### src/design/tme_pkg.sv
// shared types, constants and codes for the trimmed mean and smoothing block
package tme_pkg;

    // window geometry; storage widths are sized for the largest window
    localparam int WINDOW_DEF = 5;
    localparam int WINDOW_MAX = 8;
    localparam int WIN_LOG    = $clog2(WINDOW_MAX);
    localparam int CNT_W      = $clog2(WINDOW_MAX + 1);

    // field widths
    localparam int POS_W    = 32;
    localparam int VEL_W    = 32;
    localparam int TQ_W     = 16;
    localparam int KP_W     = 23;
    localparam int VSUM_W   = VEL_W + WIN_LOG;
    localparam int TSUM_W   = TQ_W + WIN_LOG;
    localparam int Q_FRAC   = 16;
    localparam int WEIGHT_W = 17;
    localparam int VMEAN_W  = VEL_W + Q_FRAC;
    localparam int TMEAN_W  = TQ_W + Q_FRAC;

    // mean divider: numerator is |sum| * 2^17 + div, denominator 2 * div
    localparam int V_NUM_W = VSUM_W + Q_FRAC + 1;
    localparam int T_NUM_W = TSUM_W + Q_FRAC + 1;
    localparam int DEN_W   = CNT_W + 1;
    localparam int DIGIT_W = 8;

    // trimming starts at five held entries and drops min and max
    localparam logic [CNT_W-1:0] TRIM_FROM = CNT_W'(5);
    localparam logic [CNT_W-1:0] TRIM_DROP = CNT_W'(2);

    // weights, Q1.16
    localparam logic [WEIGHT_W-1:0] ONE_Q16        = WEIGHT_W'(65536);
    localparam logic [WEIGHT_W-1:0] VEL_WEIGHT_RST = WEIGHT_W'(9830);
    localparam logic [WEIGHT_W-1:0] TQ_WEIGHT_RST  = WEIGHT_W'(13107);

    // rounding offsets for Q.16 to integer, half away from zero
    localparam int HALF_Q16    = 32768;
    localparam int HALF_Q16_LO = 32767;

    // position / 1000 by reciprocal: ceil(2^41 / 1000), exact for 32-bit magnitudes
    localparam logic [POS_W-1:0] KP_RECIP = 32'd2199023256;
    localparam int               KP_SHIFT = 41;
    localparam int               KP_BIAS  = 500;

    // configuration register indexes
    localparam int                   CFG_IDX_W      = 2;
    localparam logic [CFG_IDX_W-1:0] REG_VEL_WEIGHT = 2'd0;
    localparam logic [CFG_IDX_W-1:0] REG_TQ_WEIGHT  = 2'd1;

    typedef struct packed {
        logic                    restart;
        logic signed [POS_W-1:0] position_sample;
        logic signed [VEL_W-1:0] velocity_sample;
        logic signed [TQ_W-1:0]  torque_sample;
    } t_in_req;

    typedef struct packed {
        logic signed [KP_W-1:0]  position_kpulse;
        logic signed [VEL_W-1:0] smoothed_velocity;
        logic signed [TQ_W-1:0]  smoothed_torque;
    } t_out_rsp;

    // one window entry held by a cell
    typedef struct packed {
        logic                    vld;
        logic signed [VEL_W-1:0] vel;
        logic signed [TQ_W-1:0]  tq;
    } t_entry;

    // running aggregate passed from cell to cell
    typedef struct packed {
        logic signed [VSUM_W-1:0] vsum;
        logic signed [VEL_W-1:0]  vmin;
        logic signed [VEL_W-1:0]  vmax;
        logic signed [TSUM_W-1:0] tsum;
        logic signed [TQ_W-1:0]   tmin;
        logic signed [TQ_W-1:0]   tmax;
        logic [CNT_W-1:0]         cnt;
    } t_agg;

    typedef enum logic [3:0] {
        S_IDLE,
        S_SCAN,
        S_TRIM,
        S_DIV_GO,
        S_DIV_WAIT,
        S_SIGN,
        S_EMA_GO,
        S_EMA_WAIT,
        S_DONE
    } t_state;

endpackage

### src/design/tme_cell.sv
// window cell: holds one entry and folds it into the passing aggregate
module tme_cell import tme_pkg::*; (
    input  logic   i_clk,
    input  logic   i_rst_n,
    input  logic   i_shift,
    input  logic   i_clear,
    input  t_entry i_entry,
    output t_entry o_entry,
    input  t_agg   i_agg,
    output t_agg   o_agg
);

    t_entry r_entry;
    t_agg   r_agg;
    t_agg   n_agg;

    always_ff @(posedge i_clk) begin
        if (!i_rst_n) begin
            r_entry <= '0;
        end else if (i_shift) begin
            if (i_clear) begin
                r_entry.vld <= 1'b0;
            end else begin
                r_entry <= i_entry;
            end
        end
    end

    always_comb begin
        n_agg = i_agg;
        if (r_entry.vld) begin
            n_agg.vsum = i_agg.vsum + VSUM_W'(r_entry.vel);
            n_agg.tsum = i_agg.tsum + TSUM_W'(r_entry.tq);
            n_agg.cnt  = CNT_W'(i_agg.cnt + 1'b1);
            if (i_agg.cnt == '0 || r_entry.vel < i_agg.vmin) begin
                n_agg.vmin = r_entry.vel;
            end
            if (i_agg.cnt == '0 || r_entry.vel > i_agg.vmax) begin
                n_agg.vmax = r_entry.vel;
            end
            if (i_agg.cnt == '0 || r_entry.tq < i_agg.tmin) begin
                n_agg.tmin = r_entry.tq;
            end
            if (i_agg.cnt == '0 || r_entry.tq > i_agg.tmax) begin
                n_agg.tmax = r_entry.tq;
            end
        end
    end

    always_ff @(posedge i_clk) begin
        r_agg <= n_agg;
    end

    assign o_entry = r_entry;
    assign o_agg   = r_agg;

endmodule

### config.mk
export PLATFORM = sky130hd
export DESIGN_NAME = tme_cell
export DESIGN_NICKNAME = d
export VERILOG_FILES = /design/src/design/tme_pkg.sv /design/src/design/tme_cell.sv
export SDC_FILE = /design/constraint.sdc
export NUM_CORES = 1
export LEC_CHECK = 0
export ABC_CLOCK_PERIOD_IN_PS = 7900
export BUFFER_PORTS_ARGS = -buffer_cell sky130_fd_sc_hd__buf_2
export CAP_MARGIN = 5
export CORE_ASPECT_RATIO = 0.7
export CORE_MARGIN = 2
export CORE_UTILIZATION = 37
export CTS_CLUSTER_DIAMETER = 40
export DETAILED_ROUTE_END_ITERATION = 8
export PLACE_DENSITY = 0.62
export SLEW_MARGIN = 40
export SYNTH_ARGS = -nofsm -noshare
export SYNTH_HDL_FRONTEND = slang
export SYNTH_SLANG_ARGS = --single-unit
### constraint.sdc
create_clock -name i_clk -period 7.9 [get_ports i_clk]
set_input_delay 1.185 -clock i_clk [delete_from_list [all_inputs] [get_ports i_clk]]
set_output_delay 1.185 -clock i_clk [all_outputs]
set_load 0.01 [all_outputs]
==> summary.txt <==
Final layout
  • Post-route cell area: 15600 um2
  • Fillers: 2997
  • Area growth syn-to-layout: 32.0%
  • Fraction of layout cells with a size suffix above 1: 38.1%
  • Nets: 2014

Critical path
  • Worst path cell trace: buf_2, inv_1, ha_1, a21o_1, a21o_1, a21oi_1, o21a_1, o211ai_1, a211oi_2, mux2_2, o211ai_4, buf_4, mux2_4
  • Stages on the worst setup path: 13
  • First element of the critical path: i_agg[60]
  • Crit path buf inv count: 3
  • CP arrival: 4.52 ns
  • Crit-path max FO: 24
  • Crit end category: flip-flop
  • Reg2Reg Setup Slack: 3.98 ns
  • Worst setup path end: o_agg[81]
  • Slowest cell delay on critical path: 0.52 ns
  • CP Class: in -> reg
  • Reg-to-Reg Start: o_entry[17]
  • CP top delay family: compound AO/OA/AOI/OAI gates
  • Reg2Reg Depth: 11
  • CP Launch Type: input port
  • Worst path most repeated cell: a21o_1
  • RR Endpoint: o_agg[81]
  • CP required: 8.31 ns
  • CP max stage cell: buf_4

Clock network
  • CTS max path bufs: 3
  • CTS H-Tree Depth: 2
  • # clock sinks: 203
  • Post-CTS sizing: 0
  • Cts hold-fix bufs: 0
  • CTS tree: done
  • Num CTS Buffers: 36
  • Reg clk slew, reported paths: 0.06 ns
  • Root Driver: clkbuf_16
  • Post-CTS Setup Bufs: 0
  • Clk_lat worst skew: 0.53 ns

Floorplan
  • Initial core utilization: 37.8%
  • Num ports: 410
  • Rows: 54
  • Die Wd: 218 um
  • Core area: 31400 um2
  • Die ar.: 33500 um2
  • Die Height: 154 um

Global routing
  • Initial antenna violation count: 8
  • Total GRT Usage: 22.9%
  • Largest net degree at the start of global routing: 50
  • Global-route wire length before repair: 59600 um
  • Vias in the first global route: 10513
  • GRT overflow: 0

Synth
  • Most numerous cell in the Yosys netlist: dfxtp_1
  • Post-synth EDFFs: 0
  • Most instantiated cells after synthesis: 203 x dfxtp_1, 148 x ha_1, 136 x nand2_1
  • Mapped Cells: 1236
  • Synth Warn #: 0
  • Syn Nets: 1593
  • Prevailing post-synth register cell: dfxtp_1
  • Ys async rst share: 0%
  • Area fraction of the dominant cell type after synthesis: 34.3%
  • Synth cell types: 68
  • Cell taking the most area after synthesis: dfxtp_1
  • Synth Register Bits: 203
  • Post-Syn Area: 11800 um2
  • Part of the Yosys area used for sequential elements: 34.3%
  • Synth top area cells: dfxtp_1 34%, ha_1 16%, mux2_2 9.5%
  • Syn avg cell area: 9.58 um2

Routing
  • Final wirelength: 39500 um
  • Detail Route Antenna Nets: 0
  • Vias: 10629
  • M1 wire length: 17400 um
  • Vias per inst: 5.04
  • Met2 WL: 17900 um
  • Number of detailed-route iterations in the first pass: 5
  • Max Used Layer: met5
  • DR WL met3: 3040 um
  • Initial DRC Count: 528
  • DRC Markers: 0
  • DR WL/cell: 18.7 um

STA
  • Slew Limit Fails: 0
  • Final period util: 52.1%
  • Setup Skew: 0.0205 ns
  • Fin. Hold Viols: 0
  • Slew margin rel.: 56.7%
  • Setup violators final: 0
  • RSZ-0062 raised after global routing: no
  • Setup Total Neg Slack: 0 ns
  • Fmax: 243 MHz
  • Worst-Margin Slew: 0.647 ns
  • Final worst path period need: 4.12 ns

Run
  • Maxcap violations: 0

Placement
  • Detailed Place HPWL: 30400 um
  • I/O Buffers: 409
  • Post-placement cell area: 14300 um2
  • Placer congestion estimate: 0.871

Pwr
  • P_leak: 8.20 nW
  • PD cells: 213 nW/um2
  • Peak supply drop: 0.157 mV

Worst hold path
  • HP Class: reg -> reg

Status
  • Status: complete, no violations
[through the flow]
stage / hold WS (ns) / instances / setup slack (ns) / util [%] / total power, mW
after floorplan: 0.534 / 1236 / 4.27 / - / 1.47
after global placement: 0.552 / 2039 / 3.34 / 45.7 / 1.68
after detailed placement: 0.557 / 2039 / 3.28 / 45.7 / 1.69
after CTS: 0.569 / 2104 / 3.82 / 49.8 / 3.37
after global routing: 0.605 / 2106 / 3.71 / 49.9 / 3.48
final: 0.565 / 2110 / 3.78 / 49.9 / 3.33
[layout make-up]
type / count / area, um2 / share of cell area [%]
Antenna cell: 6 / 15.0 / 0.0960
Clock buffer: 40 / 936 / 5.98
Clock inverter: 25 / 352 / 2.25
Inverter: 116 / 435 / 2.78
Multi-Input combinational cell: 882 / 7190 / 46.0
Sequential cell: 203 / 4070 / 26.0
Tap cell: 420 / 526 / 3.36
Timing Repair Buffer: 418 / 2120 / 13.5
[worst min-delay path, stage by stage (launching register included)]
cell and delay (ns):
dfxtp_1 0.37, nand2_1 0.07, a21boi_0 0.07
[per-layer routing]
| layer | vias to the layer above | global-route usage [%] |
|---|---|---|
| met5 | - | 0 |
| met3 | 70 | 6.21 |
| met2 | 365 | 38.6 |
| met1 | 4979 | 28.3 |
| li1 | 5213 | - |
| met4 | 2 | 7.39 |
[cells by family (layout without fill, tap and decap cells)]
kind of cell               count (synthesis)  in the layout  synth area share [%]
AOI/OAI and AO/OA                        282            282                  16.9
adders and majority gates                150            150                  16.0
other                                      0              6                     0
and+or+nand+nor                          270            270                  10.5
buffers and inverters                    151            599                  5.25
DFF                                      203            203                  34.3
muxes                                    137            137                  13.9
xor gates and xnor gates                  43             43                  3.18
[state kept, by name, summed over array words and instances (netlist names)]
signal,cells
o_agg,154
o_entry,49
[cells in the final DEF, fill, tap and decap left out, types with 3 or more instances in the layout]
master        n
inv_1       115
clkbuf_16    36
buf_2       408
o21bai_1      6
nand2b_1     13
a21boi_0     52
a211oi_1      5
a21oi_1      69
clkinv_2      5
nand4_1      23
clkinvlp_4    3
o21ai_1       4
nor2b_1      10
nor2_1       36
a31oi_1       6
nor3_1       19
mux2_2      100
nand2_1     136
xnor2_1      31
dfxtp_1     202
mux2_4       31
and3_1        3
o21a_1       15
nand3_1      11
bufinv_16     6
xor2_1       12
ha_1        148
a211o_1       5
o21ai_0      26
diode_2       6
inv_6         5
clkinv_8      3
buf_4        10
mux2i_1       6
a21oi_2       3
a2111oi_0     4
a21o_1       54
and2_1        5
[where the power goes]
part           total, mW  internal [mW]  switching (mW)
logic              0.528          0.248           0.280
clock network       1.66           1.07           0.592
registers           1.14           1.09          0.0471
[worst min path at each step]
stage	startpoint	endpoint	depth (start not counted)
final	o_entry[0]	o_entry[0]	2
after global routing	o_entry[6]	o_entry[6]	2
after CTS	o_entry[0]	o_entry[0]	2
after detailed placement	o_entry[0]	o_entry[0]	2
after global placement	o_entry[0]	o_entry[0]	2
after floorplan	o_entry[0]	o_entry[0]	2
Note: power is estimated with default switching activity, not from simulation.
