==> config.mk <==
export PLATFORM = sky130hd
export DESIGN_NAME = tme_ema
export DESIGN_NICKNAME = d
export VERILOG_FILES = /design/src/design/tme_pkg.sv /design/src/design/tme_ema.sv
export SDC_FILE = /design/constraint.sdc
export NUM_CORES = 2
export LEC_CHECK = 0
export ABC_AREA = 0
export BUFFER_PORTS_ARGS = -buffer_cell sky130_fd_sc_hd__buf_2
export CORE_ASPECT_RATIO = 1.1
export CORE_MARGIN = 5
export CORE_UTILIZATION = 31
export CTS_CLUSTER_DIAMETER = 100
export DETAILED_ROUTE_END_ITERATION = 8
export PLACE_DENSITY_LB_ADDON = 0.15
export SYNTH_ARGS = -nofsm -noshare
export SYNTH_HDL_FRONTEND = slang
export SYNTH_SLANG_ARGS = --single-unit
==> constraint.sdc <==
create_clock -name i_clk -period 6.23 [get_ports i_clk]
set_input_delay 0.623 -clock i_clk [delete_from_list [all_inputs] [get_ports i_clk]]
set_output_delay 0.623 -clock i_clk [all_outputs]
set_load 0.01 [all_outputs]
==> src/design/tme_pkg.sv <==
// shared types, constants and codes for the trimmed mean and smoothing block
package tme_pkg;

    // window geometry; storage widths are sized for the largest window
    localparam int WINDOW_DEF = 5;
    localparam int WINDOW_MAX = 8;
    localparam int WIN_LOG    = $clog2(WINDOW_MAX);
    localparam int CNT_W      = $clog2(WINDOW_MAX + 1);

    // field widths
    localparam int POS_W    = 32;
    localparam int VEL_W    = 32;
    localparam int TQ_W     = 16;
    localparam int KP_W     = 23;
    localparam int VSUM_W   = VEL_W + WIN_LOG;
    localparam int TSUM_W   = TQ_W + WIN_LOG;
    localparam int Q_FRAC   = 16;
    localparam int WEIGHT_W = 17;
    localparam int VMEAN_W  = VEL_W + Q_FRAC;
    localparam int TMEAN_W  = TQ_W + Q_FRAC;

    // mean divider: numerator is |sum| * 2^17 + div, denominator 2 * div
    localparam int V_NUM_W = VSUM_W + Q_FRAC + 1;
    localparam int T_NUM_W = TSUM_W + Q_FRAC + 1;
    localparam int DEN_W   = CNT_W + 1;
    localparam int DIGIT_W = 8;

    // trimming starts at five held entries and drops min and max
    localparam logic [CNT_W-1:0] TRIM_FROM = CNT_W'(5);
    localparam logic [CNT_W-1:0] TRIM_DROP = CNT_W'(2);

    // weights, Q1.16
    localparam logic [WEIGHT_W-1:0] ONE_Q16        = WEIGHT_W'(65536);
    localparam logic [WEIGHT_W-1:0] VEL_WEIGHT_RST = WEIGHT_W'(9830);
    localparam logic [WEIGHT_W-1:0] TQ_WEIGHT_RST  = WEIGHT_W'(13107);

    // rounding offsets for Q.16 to integer, half away from zero
    localparam int HALF_Q16    = 32768;
    localparam int HALF_Q16_LO = 32767;

    // position / 1000 by reciprocal: ceil(2^41 / 1000), exact for 32-bit magnitudes
    localparam logic [POS_W-1:0] KP_RECIP = 32'd2199023256;
    localparam int               KP_SHIFT = 41;
    localparam int               KP_BIAS  = 500;

    // configuration register indexes
    localparam int                   CFG_IDX_W      = 2;
    localparam logic [CFG_IDX_W-1:0] REG_VEL_WEIGHT = 2'd0;
    localparam logic [CFG_IDX_W-1:0] REG_TQ_WEIGHT  = 2'd1;

    typedef struct packed {
        logic                    restart;
        logic signed [POS_W-1:0] position_sample;
        logic signed [VEL_W-1:0] velocity_sample;
        logic signed [TQ_W-1:0]  torque_sample;
    } t_in_req;

    typedef struct packed {
        logic signed [KP_W-1:0]  position_kpulse;
        logic signed [VEL_W-1:0] smoothed_velocity;
        logic signed [TQ_W-1:0]  smoothed_torque;
    } t_out_rsp;

    // one window entry held by a cell
    typedef struct packed {
        logic                    vld;
        logic signed [VEL_W-1:0] vel;
        logic signed [TQ_W-1:0]  tq;
    } t_entry;

    // running aggregate passed from cell to cell
    typedef struct packed {
        logic signed [VSUM_W-1:0] vsum;
        logic signed [VEL_W-1:0]  vmin;
        logic signed [VEL_W-1:0]  vmax;
        logic signed [TSUM_W-1:0] tsum;
        logic signed [TQ_W-1:0]   tmin;
        logic signed [TQ_W-1:0]   tmax;
        logic [CNT_W-1:0]         cnt;
    } t_agg;

    typedef enum logic [3:0] {
        S_IDLE,
        S_SCAN,
        S_TRIM,
        S_DIV_GO,
        S_DIV_WAIT,
        S_SIGN,
        S_EMA_GO,
        S_EMA_WAIT,
        S_DONE
    } t_state;

endpackage

==> src/design/tme_ema.sv <==
// exponential smoother step: s += round((mean - s) * w / 2^16), four stages; a seed load sets s to mean
module tme_ema import tme_pkg::*; #(
    parameter int S_W = VMEAN_W
) (
    input  logic                i_clk,
    input  logic                i_rst_n,
    input  logic                i_load,
    input  logic                i_seed,
    input  logic signed [S_W-1:0] i_mean,
    input  logic [WEIGHT_W-1:0] i_weight,
    output logic                o_done,
    output logic signed [S_W-1:0] o_s
);

    localparam int M_W   = S_W + 1;
    localparam int HI_W  = M_W - Q_FRAC;
    localparam int PHI_W = HI_W + WEIGHT_W;
    localparam int PLO_W = Q_FRAC + WEIGHT_W + 1;

    logic signed [S_W-1:0] r_s;
    logic signed [S_W-1:0] r_mean;
    logic signed [M_W-1:0] r_d;
    logic                  r_seed;
    logic [WEIGHT_W-1:0]   r_w;
    logic [M_W-1:0]        r_m;
    logic                  r_neg;
    logic [PHI_W-1:0]      r_phi;
    logic [PLO_W-1:0]      r_plo;
    logic [2:0]            r_v;
    logic                  r_done;
    logic [M_W-1:0]        w_step;
    logic [M_W-1:0]        w_s_ext;
    logic [M_W-1:0]        w_s_new;

    always_ff @(posedge i_clk) begin
        if (!i_rst_n) begin
            r_v    <= '0;
            r_done <= 1'b0;
        end else begin
            r_v    <= {r_v[1:0], i_load};
            r_done <= r_v[2];
        end
    end

    always_ff @(posedge i_clk) begin
        if (i_load) begin
            r_d    <= M_W'(i_mean) - M_W'(r_s);
            r_mean <= i_mean;
            r_seed <= i_seed;
            // weights above one act as one
            r_w    <= i_weight[WEIGHT_W-1] ? ONE_Q16 : i_weight;
        end
        r_neg <= r_d[M_W-1];
        r_m   <= r_d[M_W-1] ? M_W'(-r_d) : M_W'(r_d);
        r_phi <= PHI_W'(r_m[M_W-1:Q_FRAC]) * PHI_W'(r_w);
        r_plo <= PLO_W'(r_m[Q_FRAC-1:0]) * PLO_W'(r_w) + PLO_W'(HALF_Q16);
    end

    assign w_step  = M_W'(r_phi + PHI_W'(r_plo[PLO_W-1:Q_FRAC]));
    assign w_s_ext = {r_s[S_W-1], r_s};
    assign w_s_new = r_neg ? (w_s_ext - w_step) : (w_s_ext + w_step);

    always_ff @(posedge i_clk) begin
        if (!i_rst_n) begin
            r_s <= '0;
        end else if (r_v[2]) begin
            r_s <= r_seed ? r_mean : w_s_new[S_W-1:0];
        end
    end

    assign o_done = r_done;
    assign o_s    = r_s;

endmodule

==> flow_summary.ini <==
[setup_path]
critPathCapture = r_phi[46]$_DFF_P_
path_common_cell = fa_1
critical_path_required_ns = 6.72
reg2regPathDepth = 25
critPathMaxFanout = 5
cp_top_family = adder cells
cp_num_buf_inv = 8
reg2reg_from = r_w[14]$_SDFFCE_PP0P_
path_class = reg -> reg
arrival_ns = 6.85
start_kind = flip-flop
cp_slowest_cell = fa_1
crit_path_end_kind = flip-flop
cp-startpoint = r_w[14]$_SDFFCE_PP0P_
r2r_setup_slack_ns = -0.13
r2r_end = r_phi[46]$_DFF_P_
crit_cells = 25
max_stage_delay_ns = 0.56

[timing]
fin_ws_ns = -0.132
setup_viol = 16
finalClockSkew_ns = 0.0259
maxSlewViolCount = 0
rsz0062_at_grt = true
finalCriticalPeriod_ns = 6.36
fmax_mhz = 157
slew_headroom_pct = 37.4
hold_viol = 0
worst_pin_slew_ns = 0.930
finalCritPeriodShare_pct = 102

[clock_tree]
clk_pin_slew_worst_paths_ns = 0.06
clock_sinks = 283
cts_buffers = 42
cts_tree = done
ctsHoldBuffers = 0
cts_max_level = 2
clock_path_buffers = 3
clock_latency_ns = 0.62
cts-root-buf = clkbuf_16

[worst_hold_path]
min_path_type = in -> reg
min_from = i_seed

[synth]
yosys.area_share.simple_pct = 16.1
synthTopCellsByCount = inv_1 (933), nand2_1 (746), fa_1 (674), ha_1 (347), and2_1 (253)
syn_avg_cell_area_um2 = 8.74
synthCells = 4942
syn-num-nets = 6032
synth_edf_count = 115
synth-xor-area-share_pct = 5.55
synth-seq-area-share_pct = 15.8
synthMuxAreaShare_pct = 0.307
yosysWarningCount = 0
synthArstFlopShare_pct = 0
synth_flop_cell = dfxtp_1
syn_area_um2 = 43200
ys_types = 81
synth_seq_cells = 283
synth_top_area_share_pct = 31.2
synth_compound_area_share_pct = 10.8
synth_most_common_cell = inv_1
yosys.area_share.adder_pct = 41.3
synth_area_leaders = fa_1 (31%), ha_1 (10%), inv_1 (8.1%)
synth_area_leader_cell = fa_1
synth_top_family_by_area = adder cells

[grt]
grt_antenna_before_repair = 5
grt_max_degree = 71
grt_use_total_pct = 18.2
grt_pass1_wl_um = 212000
grt_pass1_vias = 36600
grt_overflow = 0

[routing]
num_vias = 34600
antenna_left = 0
drc_errors = 0
firstDrtPassIters = 5
drt_iter0_drc = 1434
vias_per_cell = 4.73
drt-total-wl_um = 135000
wl_per_cell_um = 18.5

[floorplan]
die_w_um = 366
ios = 118
core_area_um2 = 138000
die_area_um2 = 147000
dieHeight_um = 401
initial_utilization_pct = 31.2
core.rowCount = 143

[final_layout]
drive_above_1_share_pct = 20.5
area_growth_pct = 24.0
fin_nets = 6554

[placed_design]
place_hpwl_um = 109000
gp_congestion = 0.843
port_buffers = 117
post-place-ws_ns = -0.451

[run]
drv_cap = 0

[outcome]
violations = setup timing
status = complete, but fails checks
==> per-stage QoR <==
stage	hold slack (ns)	instances	area [µm²]	setup TNS, ns	util (%)
after floorplan	0.393	4942	43200	-0.0534	-
after global placement	0.415	7125	49400	-8.60	35.7
after detailed placement	0.419	7125	49400	-8.74	35.7
after CTS	0.153	7269	52300	-1.09	37.8
after global routing	0.172	7310	53600	-5.94	38.7
final	0.198	7312	53600	-0.781	38.7
==> state kept, by name (all words and copies together) (netlist names) <==
register and count:
r_seed 1, o_s 48, r_v 3, r_w 17
o_done 1, r_m 49, r_mean 48, r_phi 48
r_d 49, r_neg 1, r_plo 18
==> worst min path at each step <==
stage,end,slack (ns),cells after the start
floorplan,r_m[0]$_DFF_P_,0.39,0
global placement,r_v[2]$_SDFF_PN0_,0.41,1
detailed placement,r_v[2]$_SDFF_PN0_,0.42,1
CTS,r_mean[47]$_DFFE_PP_,0.15,1
global route,r_seed$_DFFE_PP_,0.17,1
finish,r_seed$_DFFE_PP_,0.20,1
==> repair_timing <==
| action | in CTS | in global routing |
|---|---|---|
| pin swaps | 162 | 182 |
| gates cloned | 4 | 6 |
| endpoints found under the setup margin | 40 | 52 |
| setup buffers | 69 | 47 |
| hold endpoints to repair | 0 | 0 |
| resized for setup | 211 | 259 |
==> cell families (layout without fill, tap and decap cells) <==
logic type	Yosys count	count (layout)
muxes	13	13
other	0	2
AOI/OAI and AO/OA	721	721
buffers and inverters	1169	1725
xor gates and xnor gates	272	272
DFF	283	283
and+or+nand+nor	1463	1463
adders and majority gates	1021	1021
==> layer usage <==
layer  track usage, %  vias to the layer above  wire, µm
met5                0                        -         0
met4             3.59                        0      2850
met3             1.86                      123      4470
met2             31.3                      579     65300
met1             25.0                    17300     62800
li1                 -                    16600         -
==> area by class of cell <==
cell class | count | area (µm²)
Clock inverter | 26 | 239
Clock buffer | 52 | 1130
Fill cell | 14100 | 84700
Antenna cell | 2 | 5.00
Timing Repair Buffer | 714 | 6160
Inverter | 933 | 3500
Multi-Input combinational cell | 3490 | 33400
Tap cell | 1812 | 2270
Sequential cell | 283 | 6830
==> cell usage in the layout, fill, tap and decap left out, types with 28 or more instances in the layout <==
master	Yosys	final
a211oi_1	32	29
a21o_1	90	90
a21oi_1	204	166
a21oi_2	0	34
and2_1	253	246
and3_1	38	31
buf_12	0	56
buf_2	1	116
buf_4	0	472
buf_6	0	52
clkbuf_16	0	48
dfxtp_1	168	162
edfxtp_1	115	115
fa_1	674	646
fa_2	0	28
ha_1	347	315
inv_1	933	879
inv_2	0	54
nand2_1	746	693
nand2_2	0	45
nand3_1	57	53
nand4_1	30	30
nor2_1	148	136
nor2b_1	41	41
o21a_1	28	28
o21ai_0	136	117
o21bai_1	31	30
xnor2_1	187	178
xor2_1	84	82
==> worst register-to-register path, cell delays in order, from the launching register on <==
cell	delay, ns
edfxtp_1	0.41
buf_12	0.15
buf_4	0.14
buf_4	0.14
and2_1	0.14
fa_1	0.51
fa_1	0.45
fa_1	0.55
inv_2	0.05
fa_1	0.56
inv_2	0.07
fa_1	0.56
fa_1	0.49
ha_4	0.31
buf_6	0.09
buf_6	0.09
nand3_2	0.07
nor2_2	0.12
o211ai_1	0.13
buf_4	0.18
a311o_1	0.31
a21oi_4	0.24
o311ai_4	0.11
o21ai_1	0.15
a21oi_1	0.09
xnor2_1	0.14
Power is left out: the tool's default activity adds up to more than one toggle a clock period on the data nets, which glitch-free logic cannot reach.
