===== src/design/tme_pkg.sv =====
// shared types, constants and codes for the trimmed mean and smoothing block
package tme_pkg;

    // window geometry; storage widths are sized for the largest window
    localparam int WINDOW_DEF = 5;
    localparam int WINDOW_MAX = 8;
    localparam int WIN_LOG    = $clog2(WINDOW_MAX);
    localparam int CNT_W      = $clog2(WINDOW_MAX + 1);

    // field widths
    localparam int POS_W    = 32;
    localparam int VEL_W    = 32;
    localparam int TQ_W     = 16;
    localparam int KP_W     = 23;
    localparam int VSUM_W   = VEL_W + WIN_LOG;
    localparam int TSUM_W   = TQ_W + WIN_LOG;
    localparam int Q_FRAC   = 16;
    localparam int WEIGHT_W = 17;
    localparam int VMEAN_W  = VEL_W + Q_FRAC;
    localparam int TMEAN_W  = TQ_W + Q_FRAC;

    // mean divider: numerator is |sum| * 2^17 + div, denominator 2 * div
    localparam int V_NUM_W = VSUM_W + Q_FRAC + 1;
    localparam int T_NUM_W = TSUM_W + Q_FRAC + 1;
    localparam int DEN_W   = CNT_W + 1;
    localparam int DIGIT_W = 8;

    // trimming starts at five held entries and drops min and max
    localparam logic [CNT_W-1:0] TRIM_FROM = CNT_W'(5);
    localparam logic [CNT_W-1:0] TRIM_DROP = CNT_W'(2);

    // weights, Q1.16
    localparam logic [WEIGHT_W-1:0] ONE_Q16        = WEIGHT_W'(65536);
    localparam logic [WEIGHT_W-1:0] VEL_WEIGHT_RST = WEIGHT_W'(9830);
    localparam logic [WEIGHT_W-1:0] TQ_WEIGHT_RST  = WEIGHT_W'(13107);

    // rounding offsets for Q.16 to integer, half away from zero
    localparam int HALF_Q16    = 32768;
    localparam int HALF_Q16_LO = 32767;

    // position / 1000 by reciprocal: ceil(2^41 / 1000), exact for 32-bit magnitudes
    localparam logic [POS_W-1:0] KP_RECIP = 32'd2199023256;
    localparam int               KP_SHIFT = 41;
    localparam int               KP_BIAS  = 500;

    // configuration register indexes
    localparam int                   CFG_IDX_W      = 2;
    localparam logic [CFG_IDX_W-1:0] REG_VEL_WEIGHT = 2'd0;
    localparam logic [CFG_IDX_W-1:0] REG_TQ_WEIGHT  = 2'd1;

    typedef struct packed {
        logic                    restart;
        logic signed [POS_W-1:0] position_sample;
        logic signed [VEL_W-1:0] velocity_sample;
        logic signed [TQ_W-1:0]  torque_sample;
    } t_in_req;

    typedef struct packed {
        logic signed [KP_W-1:0]  position_kpulse;
        logic signed [VEL_W-1:0] smoothed_velocity;
        logic signed [TQ_W-1:0]  smoothed_torque;
    } t_out_rsp;

    // one window entry held by a cell
    typedef struct packed {
        logic                    vld;
        logic signed [VEL_W-1:0] vel;
        logic signed [TQ_W-1:0]  tq;
    } t_entry;

    // running aggregate passed from cell to cell
    typedef struct packed {
        logic signed [VSUM_W-1:0] vsum;
        logic signed [VEL_W-1:0]  vmin;
        logic signed [VEL_W-1:0]  vmax;
        logic signed [TSUM_W-1:0] tsum;
        logic signed [TQ_W-1:0]   tmin;
        logic signed [TQ_W-1:0]   tmax;
        logic [CNT_W-1:0]         cnt;
    } t_agg;

    typedef enum logic [3:0] {
        S_IDLE,
        S_SCAN,
        S_TRIM,
        S_DIV_GO,
        S_DIV_WAIT,
        S_SIGN,
        S_EMA_GO,
        S_EMA_WAIT,
        S_DONE
    } t_state;

endpackage


===== src/design/tme_div.sv =====
// small-divisor divider, one byte of quotient per cycle
module tme_div import tme_pkg::*; #(
    parameter int NUM_W = V_NUM_W,
    parameter int DIV_W = DEN_W
) (
    input  logic             i_clk,
    input  logic             i_rst_n,
    input  logic             i_start,
    input  logic [NUM_W-1:0] i_num,
    input  logic [DIV_W-1:0] i_den,
    output logic             o_busy,
    output logic [NUM_W-1:0] o_quo
);

    localparam int STEPS  = (NUM_W + DIGIT_W - 1) / DIGIT_W;
    localparam int PAD_W  = STEPS * DIGIT_W;
    localparam int STEP_W = (STEPS > 1) ? $clog2(STEPS) : 1;

    logic [PAD_W-1:0]   r_num;
    logic [PAD_W-1:0]   r_quo;
    logic [DIV_W-1:0]   r_rem;
    logic [DIV_W-1:0]   r_den;
    logic [STEP_W-1:0]  r_step;
    logic               r_busy;
    logic [DIV_W-1:0]   n_rem;
    logic [DIGIT_W-1:0] n_digit;

    // restoring division over the top byte of the shifting numerator
    always_comb begin
        logic [DIV_W-1:0] rem;
        logic [DIV_W:0]   part;
        rem     = r_rem;
        n_digit = '0;
        for (int b = 0; b < DIGIT_W; b++) begin
            part = {rem, r_num[PAD_W-1-b]};
            if (part >= {1'b0, r_den}) begin
                part                   = part - {1'b0, r_den};
                n_digit[DIGIT_W-1-b]   = 1'b1;
            end
            rem = part[DIV_W-1:0];
        end
        n_rem = rem;
    end

    always_ff @(posedge i_clk) begin
        if (!i_rst_n) begin
            r_busy <= 1'b0;
            r_step <= '0;
        end else if (i_start) begin
            r_busy <= 1'b1;
            r_step <= '0;
        end else if (r_busy) begin
            r_step <= STEP_W'(r_step + 1'b1);
            if (r_step == STEP_W'(STEPS - 1)) begin
                r_busy <= 1'b0;
            end
        end
    end

    always_ff @(posedge i_clk) begin
        if (i_start) begin
            r_num <= PAD_W'(i_num);
            r_quo <= '0;
            r_rem <= '0;
            r_den <= i_den;
        end else if (r_busy) begin
            r_num <= r_num << DIGIT_W;
            r_quo <= {r_quo[PAD_W-DIGIT_W-1:0], n_digit};
            r_rem <= n_rem;
        end
    end

    assign o_busy = r_busy;
    assign o_quo  = r_quo[NUM_W-1:0];

endmodule


===== config.mk =====
export PLATFORM = sky130hd
export DESIGN_NAME = tme_div
export DESIGN_NICKNAME = d
export VERILOG_FILES = /design/src/design/tme_pkg.sv /design/src/design/tme_div.sv
export SDC_FILE = /design/constraint.sdc
export NUM_CORES = 1
export LEC_CHECK = 0
export BUFFER_PORTS_ARGS = -buffer_cell sky130_fd_sc_hd__buf_2
export CORE_MARGIN = 3
export CORE_UTILIZATION = 55
export CTS_BUF_LIST = sky130_fd_sc_hd__clkbuf_8
export DETAILED_ROUTE_END_ITERATION = 10
export GPL_TIMING_DRIVEN = 1
export PLACE_DENSITY = 0.87
export SYNTH_ARGS = -nofsm -noshare
export SYNTH_HDL_FRONTEND = slang
export SYNTH_SLANG_ARGS = --single-unit

===== constraint.sdc =====
create_clock -name i_clk -period 43.5 [get_ports i_clk]
set_clock_uncertainty 0.15 [all_clocks]
set_input_delay 2.175 -clock i_clk [delete_from_list [all_inputs] [get_ports i_clk]]
set_output_delay 2.175 -clock i_clk [all_outputs]
set_load 0.03 [all_outputs]

==> metrics.txt, run 1 <==
clk slew on worst S/H paths=70 ps; r2r setup slk=26880 ps; core area=0.0123 mm2; top cells by count, synth=nor2_1 (84), dfxtp_1 (65), mux2i_1 (58); RSZ-0062 raised after global routing=false; maximum clock path buffer count=2; FP Rows=40; Final min period=16620 ps; post_cts resized=0; status=finished clean; Die Span Y=119 um; first-pass GRT wire length=27.8 mm; PortBufs=112; Syn Nets=767; Async SR Flop Fraction=0%; FF-to-FF Start=r_den[1]; vias per cell=5.73; DIE WIDTH=119 um; H-Tree Depth=4; Synth area leader=edfxtp_1; CP max-delay cell=edfxtp_1; fmax=0.0602 GHz; Setup TNS=0 ps; WL/cell=18.3 um; DR DRC count=0; Inserted Diodes=0; most frequent cell after synthesis=nor2_1; initial antenna violation count=0; largest net degree at the start of global routing=97; HPWL Detailed=12.0 mm; area of the mapped netlist=0.00704 mm2; worst-skew pair later-pin latency=430 ps; Clock Tree Root=clkbuf_8; cell mode on critical path=o21ai_0; antenna-violating nets left=0; period utilization=38.2%; Synth top area share=24.3%; CTS Sinks=122; dominant cells by area after synthesis=edfxtp_1 (24%), dfxtp_1 (18%), mux2i_1 (8.2%); critical path fanouts, max=17; routed wire length=17.3 mm; sequential-to-total area share from yosys stat=42.8%; syn avg cell area=10.7 um2; GRT Util Overall=24.3%; vias=5416; reg-to-reg endpoint=r_rem[3]; layout cells sized above 1=28.4%; CTS Hold Bufs=0; number of synthesized flops with an enable pin=57; Final GP Congestion=0.956; DRT Pass-1 Iters=6; CTS buffer count=17; CTS tree=done; end of the critical path=r_rem[3]; Ports=113; Max stage delay on crit path=710 ps; Arrival @ worst endpoint=16780 ps; Post-Syn Instances=657; worst r2r path cells=63; area growth from synthesis to layout=15.7%; final hold viol count=0; vias in the first global route=5594; ys flop type=dfxtp_1; maxcap violations=0; synth unique cells=77; Slew Viols, Final=0; fill count=883; Yosys Warn Count=0; Final #Nets=875; Crit. Startpoint=r_den[1]; register bit total from synthesis=122; relative slew slack=29.6%; WP data required=43660 ps; Slew @ Worst Pin=1060 ps; Min-Delay Path Class=reg -> reg; initial drt markers=450; Initial Util=57.4%; CP Capture Type=flop; final setup violation count=0; kind of critical path=reg -> reg; Overflow after GRT=0; Critical Path Start Type=flop; die area=0.0142 mm2; Setup Buffers After CTS=0
==> final cells by class <==
class	count	area [um2]	area share, %
clock inverters	15	199	2.44
flip-flops and latches	122	3020	37.0
multi-input cells	472	3760	46.2
clock buffers	17	234	2.87
repair buffers	114	578	7.10
inverters	38	143	1.75
well taps	168	210	2.58
==> worst max-delay path, delay by kind of cell (launching register included) <==
kind | cells | cell delay [ps]
buf+inv | 4 | 770
mux | 4 | 1280
simple gates | 21 | 3610
flops | 1 | 710
compound gates | 26 | 6560
fa+ha+maj | 8 | 3420
==> worst min path at each step <==
stage	from	to	slack, ps	cells after the start
after floorplan	r_num[44]	r_num[52]	310	2
after global placement	r_quo[48]	r_quo[48]	320	2
after detailed placement	r_quo[46]	r_quo[46]	330	2
after CTS	r_quo[46]	r_quo[46]	350	2
after global routing	r_num[47]	r_num[55]	380	2
final	r_num[47]	r_num[55]	340	2
==> kinds of logic (layout without fill, tap and decap cells) <==
family / Yosys count / count (layout) / synth area share, %
xor gates and xnor gates: 26 / 26 / 3.24
muxes: 106 / 106 / 16.1
adders and majority gates: 50 / 50 / 9.74
DFF: 122 / 122 / 42.8
AOI/OAI and AO/OA: 112 / 112 / 11.8
and+or+nand+nor: 178 / 178 / 12.6
buffers and inverters: 63 / 184 / 3.70
==> metrics by stage <==
stage | hold slack [ps] | util [%] | cells | cell area (um2) | worst slack [ps]
after floorplan | 306 | - | 657 | 7040 | 29310
after global placement | 318 | 62.9 | 914 | 7710 | 27900
after detailed placement | 328 | 62.9 | 914 | 7710 | 27190
after CTS | 347 | 66.4 | 946 | 8150 | 27120
after global routing | 377 | 66.4 | 946 | 8150 | 25550
final | 342 | 66.4 | 946 | 8150 | 26880
==> flip-flops by register name, summed over array words and instances, names as in the netlist <==
| name | count |
|---|---|
| o_busy | 1 |
| r_den | 5 |
| r_num | 56 |
| r_quo | 52 |
| r_rem | 5 |
| r_step | 3 |
==> cell usage in the layout (no fill, tap or decap), drive strengths merged, types with 3 or more instances in the layout <==
master	synthesis	final
nor2b	8	8
nor4	3	3
a21oi	25	25
o2bb2ai	3	3
nand3b	3	3
a311oi	3	3
nand2	23	23
inv	38	42
clkbuf	16	17
a211oi	10	10
fa	8	8
mux2i	59	59
xor2	14	14
a31oi	3	3
bufinv	0	4
a21o	12	12
mux2	47	47
and2	9	9
nand3	6	6
a211o	3	3
xnor2	12	12
dfxtp	65	65
edfxtp	57	57
ha	42	42
buf	9	114
nand2b	11	11
nor3b	3	3
clkinv	0	5
and3	6	6
nor2	84	84
a21boi	3	3
or3	5	5
nor3	10	10
o21ai	23	23
==> layer usage <==
metal | vias to the layer above | part of all wire (%) | wire [um] | track usage (%)
met3 | 43 | 6.0 | 1040 | 5.94
met1 | 2583 | 40 | 6950 | 28.8
met4 | 0 | 3.3 | 570 | 10.9
li1 | 2588 | - | - | -
met2 | 202 | 51 | 8790 | 41.8
met5 | - | 0 | 0 | 0
Power of run 1 is left out: the tool's default activity adds up to more than one toggle a clock period on the data nets, which glitch-free logic cannot reach.
==> inputs of run 2 (changes only) <==
==> constraint.sdc (replaced) <==
create_clock -name i_clk -period 16.43 [get_ports i_clk]
set_clock_uncertainty 0.15 [all_clocks]
set_input_delay 0.8215 -clock i_clk [delete_from_list [all_inputs] [get_ports i_clk]]
set_output_delay 0.8215 -clock i_clk [all_outputs]
set_load 0.03 [all_outputs]
==> run 2 against run 1 <==
Effect of this change: first-iteration DRC count down 4.7%; final cell count up 1.1%; utilization up 0.66 points; via count up 1.2%; routed wire length down 0.28%; sequential share of layout area down 0.37 points; non-clock buffer count up 10; flip-flop and latch count unchanged; clock-buffer cell count unchanged; design area up 1.0%; register-to-register slack worse by 26000 ps; die area unchanged.
==> metrics.txt, run 2 (synthesis results as in run 1) <==
routed wire length=17.3 mm; maximum clock path buffer count=2; Overflow after GRT=0; clk slew on worst S/H paths=70 ps; most common cell after layout, fill and taps aside=buf_2; Setup TNS=0 ps; vias in the first global route=5718; antenna-violating nets left=0; layout cells sized above 1=30.6%; CP Capture Type=flop; maxcap violations=0; initial antenna violation count=0; Die Span Y=119 um; FP Rows=40; top flop regs=r_num (56), r_quo (52); core area=0.0123 mm2; commonest non-fill, non-tap cells in the layout=buf_2 (111), nor2_1 (84), dfxtp_1 (64), mux2i_1 (58), edfxtp_1 (57); CP max-delay cell=or4b_4; area growth from synthesis to layout=16.9%; final cell count without fillers=956; HPWL Detailed=12.3 mm; kind of critical path=reg -> reg; cell count after placement=917; Initial Util=57.4%; DRT Pass-1 Iters=5; Critical Path Start Type=flop; Ports=113; Min-Delay Path Class=reg -> reg; CTS Hold Bufs=0; vias per cell=5.74; worst-skew pair later-pin latency=430 ps; Inserted Diodes=0; status=finished clean; vias=5483; Final min period=15380 ps; period utilization=93.6%; DIE WIDTH=119 um; fmax=0.0650 GHz; CTS Sinks=122; Arrival @ worst endpoint=15530 ps; first-pass GRT wire length=28.0 mm; Clock Tree Root=clkbuf_8; fill count=902; WL/cell=18.1 um; die area=0.0142 mm2; largest net degree at the start of global routing=95; final setup violation count=0; WP data required=16580 ps; GRT Util Overall=24.4%; max reg flops=56; Final GP Congestion=0.956; Slew Viols, Final=0; Max stage delay on crit path=550 ps; post-layout util=67.1%; critical path fanouts, max=17; Final #Nets=885; cell mode on critical path=o21ai_0; CTS buffer count=17; initial drt markers=429; relative slew slack=29.5%; Biggest register=r_num; CTS tree=done; Slew @ Worst Pin=1060 ps; DR DRC count=0; final hold viol count=0; PortBufs=112; H-Tree Depth=4
## run 2: cell count changes in the layout (fill, tap and decap cells not counted), sizes merged
| cell | change |
|---|---|
| buf | +10 |
| inv | -1 |
| clkinv | +3 |
| bufinv | -2 |
## run 2: critical path: cells and delay by family (launching register included)
kind / cells / cell delay [ps]
muxes: 4 / 1030
DFF: 1 / 360
and+or+nand+nor: 20 / 3540
buffers and inverters: 7 / 830
AOI/OAI and AO/OA: 27 / 6320
adders and majority gates: 8 / 3030
## run 2: stage by stage
step                hold WS, ps  instance area, um2  setup WS (ps)
finish                      343                8230           1050
global route                360                8230          -99.8
CTS                         348                8120            502
detailed placement          329                7730            556
global placement            317                7730           1270
floorplan                   306                7040           2240
## run 2: cell type report
cell class	count	area (um2)	share of cell area (%)
inverter	38	146	1.78
sequential	122	3020	36.7
tap	168	210	2.56
multi-input combinational	472	3820	46.4
clock inverter	15	150	1.83
timing repair buffer	124	653	7.94
clock buffer	17	234	2.84
## run 2: final timing paths
check / startpoint / to / slack [ps] / depth (start not counted)
min: r_num[46] / r_num[54] / 340 / 2
min reg2reg: r_num[46] / r_num[54] / 340 / 2
max: r_den[3] / r_rem[3] / 1050 / 66
max reg2reg: r_den[3] / r_rem[3] / 1050 / 66
## run 2: per-layer routing
| layer | wire [um] | global-route usage [%] | part of all wire [%] |
|---|---|---|---|
| met1 | 6820 | 28.7 | 39 |
| met4 | 418 | 9.05 | 2.4 |
| met5 | 0 | 0 | 0 |
| met2 | 8850 | 42.6 | 51 |
| met3 | 1210 | 6.65 | 7.0 |
## run 2: repair_timing
action	4_1_cts	5_1_grt
endpoints found under the setup margin	0	6
gates resized for setup	0	13
setup buffers	0	7
Power of run 2 is left out for the same reason.
